--- src/sv/sct_pkg.sv ---
package sct_pkg;

  // One input item: a byte or the end-of-input command.
  typedef struct packed {
    logic       command;
    logic [7:0] char_in;
  } in_item_t;

  // One token event.
  typedef struct packed {
    logic [3:0] kind;
    logic [7:0] char_out;
    logic       last;
  } res_t;

  // Events of one item, at most two, in order.
  typedef struct packed {
    logic [1:0]     num;
    res_t [1:0]     res;
  } lex_out_t;

  typedef enum logic [2:0] {
    MODE_IDLE  = 3'd0,
    MODE_WORD  = 3'd1,
    MODE_ESC   = 3'd2,
    MODE_SQ    = 3'd3,
    MODE_DQ    = 3'd4,
    MODE_DQESC = 3'd5,
    MODE_GT    = 3'd6
  } mode_e;

  localparam logic [3:0] KIND_BYTE = 4'd0;
  localparam logic [3:0] KIND_WEND = 4'd1;
  localparam logic [3:0] KIND_PIPE = 4'd2;
  localparam logic [3:0] KIND_SEMI = 4'd3;
  localparam logic [3:0] KIND_IN   = 4'd4;
  localparam logic [3:0] KIND_OUT  = 4'd5;
  localparam logic [3:0] KIND_APP  = 4'd6;
  localparam logic [3:0] KIND_ERR  = 4'd7;
  localparam logic [3:0] KIND_END  = 4'd8;

  localparam logic [7:0] CH_PIPE  = 8'h7C;
  localparam logic [7:0] CH_SEMI  = 8'h3B;
  localparam logic [7:0] CH_LT    = 8'h3C;
  localparam logic [7:0] CH_GT    = 8'h3E;
  localparam logic [7:0] CH_BSL   = 8'h5C;
  localparam logic [7:0] CH_SQ    = 8'h27;
  localparam logic [7:0] CH_DQ    = 8'h22;
  localparam logic [7:0] CH_SPACE = 8'h20;
  localparam logic [7:0] CH_TAB   = 8'h09;
  localparam logic [7:0] CH_CR    = 8'h0D;

  // Result queue geometry.
  localparam int unsigned FIFO_DEPTH = 4;
  localparam int unsigned PTR_W      = 2;
  localparam int unsigned CNT_W      = 3;

endpackage

--- src/sv/sct_lex.sv ---
module sct_lex (
  input  logic               clk_i,
  input  logic               rst_ni,
  input  logic               step_i,
  input  sct_pkg::in_item_t  item_i,
  output sct_pkg::lex_out_t  lex_o
);

  sct_pkg::mode_e mode_q, mode_d;

  logic [2:0] slot_v;
  logic [3:0] slot_k [3];
  logic [7:0] slot_c [3];
  logic [7:0] c;
  logic       blank;
  logic       sep;
  logic [1:0] cnt;

  assign c     = item_i.char_in;
  assign blank = (c == sct_pkg::CH_SPACE) ||
                 ((c >= sct_pkg::CH_TAB) && (c <= sct_pkg::CH_CR));
  assign sep   = blank || (c == sct_pkg::CH_PIPE) || (c == sct_pkg::CH_SEMI) ||
                 (c == sct_pkg::CH_LT) || (c == sct_pkg::CH_GT);

  // Lexer mode advances once per processed item.
  always_ff @(posedge clk_i or negedge rst_ni) begin
    if (!rst_ni) begin
      mode_q <= sct_pkg::MODE_IDLE;
    end else if (step_i) begin
      mode_q <= mode_d;
    end
  end

  // Up to three candidate events in order; at most two are ever set together.
  always_comb begin
    mode_d = mode_q;
    slot_v = 3'b000;
    for (int i = 0; i < 3; i++) begin
      slot_k[i] = sct_pkg::KIND_BYTE;
      slot_c[i] = 8'h00;
    end
    if (item_i.command) begin
      slot_v[1] = 1'b1;
      slot_k[1] = sct_pkg::KIND_END;
      mode_d    = sct_pkg::MODE_IDLE;
      case (mode_q)
        sct_pkg::MODE_WORD: begin
          slot_v[0] = 1'b1;
          slot_k[0] = sct_pkg::KIND_WEND;
        end
        sct_pkg::MODE_GT: begin
          slot_v[0] = 1'b1;
          slot_k[0] = sct_pkg::KIND_OUT;
        end
        sct_pkg::MODE_ESC, sct_pkg::MODE_SQ, sct_pkg::MODE_DQ,
        sct_pkg::MODE_DQESC: begin
          slot_v[0] = 1'b1;
          slot_k[0] = sct_pkg::KIND_ERR;
        end
        default: begin
        end
      endcase
    end else begin
      case (mode_q)
        sct_pkg::MODE_ESC: begin
          slot_v[2] = 1'b1;
          slot_c[2] = c;
          mode_d    = sct_pkg::MODE_WORD;
        end
        sct_pkg::MODE_SQ: begin
          if (c == sct_pkg::CH_SQ) begin
            mode_d = sct_pkg::MODE_WORD;
          end else begin
            slot_v[2] = 1'b1;
            slot_c[2] = c;
          end
        end
        sct_pkg::MODE_DQ: begin
          if (c == sct_pkg::CH_DQ) begin
            mode_d = sct_pkg::MODE_WORD;
          end else if (c == sct_pkg::CH_BSL) begin
            mode_d = sct_pkg::MODE_DQESC;
          end else begin
            slot_v[2] = 1'b1;
            slot_c[2] = c;
          end
        end
        sct_pkg::MODE_DQESC: begin
          slot_v[2] = 1'b1;
          slot_c[2] = c;
          mode_d    = sct_pkg::MODE_DQ;
        end
        default: begin
          // Idle, inside a word, or after a greater-than.
          if ((mode_q == sct_pkg::MODE_GT) && (c == sct_pkg::CH_GT)) begin
            slot_v[0] = 1'b1;
            slot_k[0] = sct_pkg::KIND_APP;
            mode_d    = sct_pkg::MODE_IDLE;
          end else begin
            if (mode_q == sct_pkg::MODE_GT) begin
              slot_v[0] = 1'b1;
              slot_k[0] = sct_pkg::KIND_OUT;
            end
            if (sep) begin
              if (mode_q == sct_pkg::MODE_WORD) begin
                slot_v[1] = 1'b1;
                slot_k[1] = sct_pkg::KIND_WEND;
              end
              mode_d = sct_pkg::MODE_IDLE;
              if (c == sct_pkg::CH_PIPE) begin
                slot_v[2] = 1'b1;
                slot_k[2] = sct_pkg::KIND_PIPE;
              end else if (c == sct_pkg::CH_SEMI) begin
                slot_v[2] = 1'b1;
                slot_k[2] = sct_pkg::KIND_SEMI;
              end else if (c == sct_pkg::CH_LT) begin
                slot_v[2] = 1'b1;
                slot_k[2] = sct_pkg::KIND_IN;
              end else if (c == sct_pkg::CH_GT) begin
                mode_d = sct_pkg::MODE_GT;
              end
            end else if (c == sct_pkg::CH_BSL) begin
              mode_d = sct_pkg::MODE_ESC;
            end else if (c == sct_pkg::CH_SQ) begin
              mode_d = sct_pkg::MODE_SQ;
            end else if (c == sct_pkg::CH_DQ) begin
              mode_d = sct_pkg::MODE_DQ;
            end else begin
              slot_v[2] = 1'b1;
              slot_c[2] = c;
              mode_d    = sct_pkg::MODE_WORD;
            end
          end
        end
      endcase
    end
  end

  // Pack the present events into the two result slots and mark the last one.
  always_comb begin
    cnt   = 2'd0;
    lex_o = '0;
    for (int i = 0; i < 3; i++) begin
      if (slot_v[i] && (cnt != 2'd2)) begin
        lex_o.res[cnt[0]].kind     = slot_k[i];
        lex_o.res[cnt[0]].char_out = slot_c[i];
        cnt = cnt + 2'd1;
      end
    end
    if (cnt != 2'd0) begin
      lex_o.res[cnt[1]].last = 1'b1;
    end
    lex_o.num = cnt;
  end

endmodule

--- src/sv/sct_res_fifo.sv ---
module sct_res_fifo (
  input  logic               clk_i,
  input  logic               rst_ni,
  input  logic               push_i,
  input  sct_pkg::lex_out_t  lex_i,
  output logic               room_o,
  output logic               out_valid_o,
  input  logic               out_stall_i,
  output sct_pkg::res_t      out_data_o
);

  sct_pkg::res_t mem_q [sct_pkg::FIFO_DEPTH];

  logic [sct_pkg::PTR_W-1:0] wr_q, wr_d, rd_q, rd_d;
  logic [sct_pkg::CNT_W-1:0] count_q, count_d;
  logic [1:0]                num;
  logic                      pop;

  assign num         = push_i ? lex_i.num : 2'd0;
  assign pop         = out_valid_o && !out_stall_i;
  assign out_valid_o = (count_q != '0);
  assign out_data_o  = mem_q[rd_q];
  // Room for a full two-event item, judged on the registered count.
  assign room_o      = (count_q <= sct_pkg::CNT_W'(sct_pkg::FIFO_DEPTH - 2));

  always_comb begin
    wr_d    = wr_q + sct_pkg::PTR_W'(num);
    rd_d    = rd_q + sct_pkg::PTR_W'(pop);
    count_d = count_q + sct_pkg::CNT_W'(num) - sct_pkg::CNT_W'(pop);
  end

  // Pointers and fill count.
  always_ff @(posedge clk_i or negedge rst_ni) begin
    if (!rst_ni) begin
      wr_q    <= '0;
      rd_q    <= '0;
      count_q <= '0;
    end else begin
      wr_q    <= wr_d;
      rd_q    <= rd_d;
      count_q <= count_d;
    end
  end

  // Event storage.
  always_ff @(posedge clk_i) begin
    if (num != 2'd0) begin
      mem_q[wr_q] <= lex_i.res[0];
    end
    if (num == 2'd2) begin
      mem_q[wr_q + sct_pkg::PTR_W'(1)] <= lex_i.res[1];
    end
  end

endmodule

--- src/sv/shell_command_tokenizer.sv ---
// An accepted item passes through the input register and the lexer into the result
// queue, whose head is shown on the output port.
// Throughput: one item per cycle while items give at most one event and the output
// is not stalled; the output port delivers one event per cycle while not stalled.
// Reset: rst_ni clears the lexer mode to idle and empties the input and result stages.
module shell_command_tokenizer (
  input  logic               clk_i,
  input  logic               rst_ni,
  input  logic               in_valid_i,
  output logic               in_stall_o,
  input  sct_pkg::in_item_t  in_data_i,
  output logic               out_valid_o,
  input  logic               out_stall_i,
  output sct_pkg::res_t      out_data_o
);

  logic              in_valid_q, in_valid_d;
  sct_pkg::in_item_t in_item_q;
  logic              room;
  logic              step;
  logic              accept;
  sct_pkg::lex_out_t lex;

  assign step       = in_valid_q && room;
  assign in_stall_o = in_valid_q && !room;
  assign accept     = in_valid_i && !in_stall_o;
  assign in_valid_d = accept || (in_valid_q && !step);

  // Input register.
  always_ff @(posedge clk_i or negedge rst_ni) begin
    if (!rst_ni) begin
      in_valid_q <= 1'b0;
    end else begin
      in_valid_q <= in_valid_d;
    end
  end

  always_ff @(posedge clk_i) begin
    if (accept) begin
      in_item_q <= in_data_i;
    end
  end

  sct_lex u_lex (
    .clk_i  (clk_i),
    .rst_ni (rst_ni),
    .step_i (step),
    .item_i (in_item_q),
    .lex_o  (lex)
  );

  sct_res_fifo u_fifo (
    .clk_i       (clk_i),
    .rst_ni      (rst_ni),
    .push_i      (step),
    .lex_i       (lex),
    .room_o      (room),
    .out_valid_o (out_valid_o),
    .out_stall_i (out_stall_i),
    .out_data_o  (out_data_o)
  );

endmodule

--- config.mk ---
export PLATFORM = sky130hd
export DESIGN_NAME = shell_command_tokenizer
export DESIGN_NICKNAME = d
export VERILOG_FILES = /design/src/sv/sct_pkg.sv /design/src/sv/sct_lex.sv /design/src/sv/sct_res_fifo.sv /design/src/sv/shell_command_tokenizer.sv
export SDC_FILE = /design/constraint.sdc
export NUM_CORES = 1
export LEC_CHECK = 0
export BUFFER_PORTS_ARGS = -buffer_cell sky130_fd_sc_hd__buf_2
export CAP_MARGIN = 40
export CELL_PAD_IN_SITES_DETAIL_PLACEMENT = 0
export CELL_PAD_IN_SITES_GLOBAL_PLACEMENT = 1
export CORE_MARGIN = 1.5
export CORE_UTILIZATION = 55
export CTS_BUF_LIST = sky130_fd_sc_hd__clkbuf_4
export DETAILED_ROUTE_END_ITERATION = 8
export PLACE_DENSITY_LB_ADDON = 0.1
export SLEW_MARGIN = 20
export SYNTH_ARGS = -nofsm -noshare
export SYNTH_HDL_FRONTEND = slang
export SYNTH_SLANG_ARGS = --single-unit
--- constraint.sdc ---
create_clock -name clk_i -period 7.4 [get_ports clk_i]
set_input_delay 0.74 -clock clk_i [delete_from_list [all_inputs] [get_ports clk_i]]
set_output_delay 0.74 -clock clk_i [all_outputs]
set_load 0.005 [all_outputs]
==> flow_summary.yaml <==
logic_synthesis:
  yosys_warnings: 0
  synth_mux_area_share_pct: 18.11
  synth_top_family_by_area: "multiplexers"
  synth-simple-area-share_pct: 14.39
  synthArstFlopShare_pct: 15.28
  syn_area_sq_mm: 0.004270
  synth-main-ff-cell: "edfxtp_1"
  syn_area_per_cell_sq_um: 12.60
  synth-adder-area-share_pct: 2.989
  ys_seq_area_share_pct: 49.34
  synthCells: 339
  synth_nets: 361
  synth-edff-count: 61
  synth_xor_area_share_pct: 1.436
  synthDistinctLibCells: 58
  ys_seq_elements: 72
  synth_compound_area_share_pct: 9.259
timing:
  setup_viol: 0
  post-route-period-util_pct: 58.41
  fmax_mhz: 231.3
  drv_slew: 0
  relSlewSlack_pct: 45.67
  hold_violations: 0
  fin_hold_ws_ps: 161.1
  period_minus_slack_ps: 4323
  tns_ps: 0
  tightestPinTransition_ps: 814.4
  skew_ps: 14.80
  rsz0062_at_grt: "false"
global_routing:
  grt_start_max_net_pins: 24
  met1_usage_pct: 29.94
  grt.total_usage_pct: 22.72
  grt_use_met2_pct: 37.31
  grt_pass1_wl_mm: 14.35
  grt_pass1_vias: 2775
  use_met3_pct: 4.271
  antenna_found_initial: 0
  busiest_layer: "met2"
  grt-ovfl-total: 0
routing:
  drt-initial-drc-count: 104
  ant_nets: 0
  wl_mm: 8.950
  drc: 0
  dr_total_vias: 2810
  viasPerCell: 6.043
  drt_pre_antenna_iters: 4
  wire_per_inst_microns: 19.25
critical_path:
  crit_fanout: 12
  required_ps: 7530
  r2r_slack_ps: 3080
  arrival_ps: 4450
  rr_endpoint: "u_fifo.mem_q[0][2]$_DFFE_PP_"
  crit_end: "u_fifo.mem_q[0][2]$_DFFE_PP_"
  r2r_start: "in_item_q[6]$_DFFE_PP_"
  reg2reg_depth: 9
  cp-end-kind: "register"
  cp-startpoint: "in_item_q[6]$_DFFE_PP_"
  start_kind: "register"
  crit_type: "register to register"
pwr:
  p_clk_share_pct: 16.8
  ir_drop_uv: 194.9
  leakagePower_nw: 1.630
  p_sw_mw: 0.6648
  sequentialPowerShare_pct: 40.1
  powerDensity_mw_per_mm2: 374.9
  p_comb_share_pct: 43.2
  swShare_pct: 38.02
  internal_power_mw: 1.084
floorplan:
  die_y_microns: 91.12
  rows: 31
  dieArea_sq_mm: 0.008302
  core_sq_mm: 0.007370
  ios: 28
  die_width_microns: 91.12
  initial_core_util_pct: 57.95
place:
  dp_hpwl_mm: 6.485
  io_buffers: 27
  gp_congestion: 0.8273
clocking:
  cts_buffer_depth: 2
  cts_resized: 0
  htreeDepth: 3
  clkSinkCount: 72
  cts-hold-fix-buffers: 0
  cts-root-buf: "clkbuf_4"
  clock_latency_ps: 420
  tritoncts: "built"
  clkSlewWorstSetupHoldPaths_ps: 130
  postCtsSetupBuffers: 0
  cts_made_buffers: 9
run:
  drv_cap: 0
final_layout:
  num_antenna_cells: 0
  fin_nets: 383
  layout-drive-gt1-share_pct: 21.58
  area_growth_pct: 9.200
hold_path:
  hold_class: "input port to asynchronous set/reset pin"
run_status:
  status: "finished, final reports clean"
[area by class of cell]
| type | count | area [sq um] |
|---|---|---|
| clock buffer | 10 | 75.07 |
| clock inverter | 6 | 92.59 |
| fill | 597 | 2706 |
| sequential | 72 | 2107 |
| tap | 99 | 123.9 |
| timing repair buffer | 35 | 225.2 |
| multi-input combinational | 230 | 1991 |
| inverter | 13 | 48.80 |
[sequential cells by signal, indices dropped and copies added (netlist names)]
| signal | cells |
|---|---|
| u_fifo.count_q | 3 |
| u_fifo.rd_q | 2 |
| in_valid_q | 1 |
| u_fifo.mem_q | 52 |
| u_fifo.wr_q | 2 |
| u_lex.mode_q | 3 |
| in_item_q | 9 |
[power groups by stage]
stage	logic [mW]	registers [mW]	clock network [mW]
final	0.755	0.701	0.293
after global routing	0.826	0.717	0.313
after CTS	0.759	0.701	0.297
after detailed placement	0.757	0.710	0
after global placement	0.702	0.721	0
after floorplan	0.598	0.642	0
[cell usage after synthesis (7+ instances only)]
| cell type | number | share of area, % |
|---|---|---|
| nor2b_1 | 7 | 1.0 |
| edfxtp_1 | 61 | 43 |
| and2_1 | 7 | 1.0 |
| nand4_1 | 7 | 1.0 |
| nand2_1 | 21 | 1.8 |
| ha_1 | 7 | 2.1 |
| nand3_1 | 13 | 1.5 |
| nor2_1 | 7 | 0.62 |
| inv_1 | 13 | 1.1 |
| a21oi_1 | 7 | 0.82 |
| mux2i_1 | 48 | 11 |
| clkbuf_1 | 12 | 1.1 |
| dfrtp_1 | 11 | 6.4 |
| mux4_2 | 13 | 6.9 |
[metal layers]
metal | wire, microns | vias up
li1 | - | 1348
met5 | 0 | -
met1 | 4044 | 1405
met3 | 279 | 6
met2 | 4543 | 51
met4 | 82 | 0
[placed cells by master (no fill, tap or decap), drive strengths merged, types with 2 or more instances in the layout]
cell type   n
nand3      14
mux2i      48
inv        14
o221ai      2
and2        7
nand2      21
nor3        5
nor3b       3
bufinv      2
buf        35
nand3b      6
o21bai      3
a21o        3
clkinvlp    2
a211oi      5
or3         6
nand2b      3
mux4       13
o21ai       5
o211ai      4
dfrtp      11
nand4       7
nor4        3
xnor2       3
a31oi       5
fa          2
nand4b      2
edfxtp     61
and3        3
nor2        7
and3b       4
clkbuf     10
or2         2
xor2        4
nor2b       7
a21oi       7
and4bb      2
a22o        4
ha          7
[worst min path at each step]
stage                     slack, ps                   startpoint                     endpoint
final                           160                       rst_ni  u_fifo.count_q[1]$_DFF_PN0_
after global placement          480  u_fifo.count_q[2]$_DFF_PN0_  u_fifo.count_q[2]$_DFF_PN0_
after CTS                       160                       rst_ni  u_fifo.count_q[1]$_DFF_PN0_
after floorplan                 440                       rst_ni         in_valid_q$_DFF_PN0_
after detailed placement        490  u_fifo.count_q[2]$_DFF_PN0_  u_fifo.count_q[2]$_DFF_PN0_
after global routing            150                       rst_ni  u_fifo.count_q[1]$_DFF_PN0_
[logic make-up after synthesis]
logic type,after synthesis
buffers and inverters,37
AND/OR/NAND/NOR,105
adder cells (fa/ha/maj),9
AO/OA/AOI/OAI,48
XOR/XNOR,7
flip-flops,72
multiplexers,61
[metrics by stage]
stage               instances  total power [mW]  worst slack (ps)  area (sq um)  utilization (%)
floorplan                 339             1.240              3231          4270                -
global placement          442             1.424              2677          4413            59.88
detailed placement        448             1.467              3131          4484            60.85
CTS                       464             1.757              3097          4652            63.12
global route              465             1.857              2702          4663            63.28
finish                    465             1.748              3077          4663            63.28
[worst max-delay path, cell delays in order, from the launching register on]
cell and delay, ps:
edfxtp_1 520, nor3b_1 550, nand4_1 190, nor2_1 260, o41a_1 360, nor2_1 120
fa_1 730, a2111oi_4 670, o21bai_1 350, buf_4 280
Power figures use the tool's default switching activity.
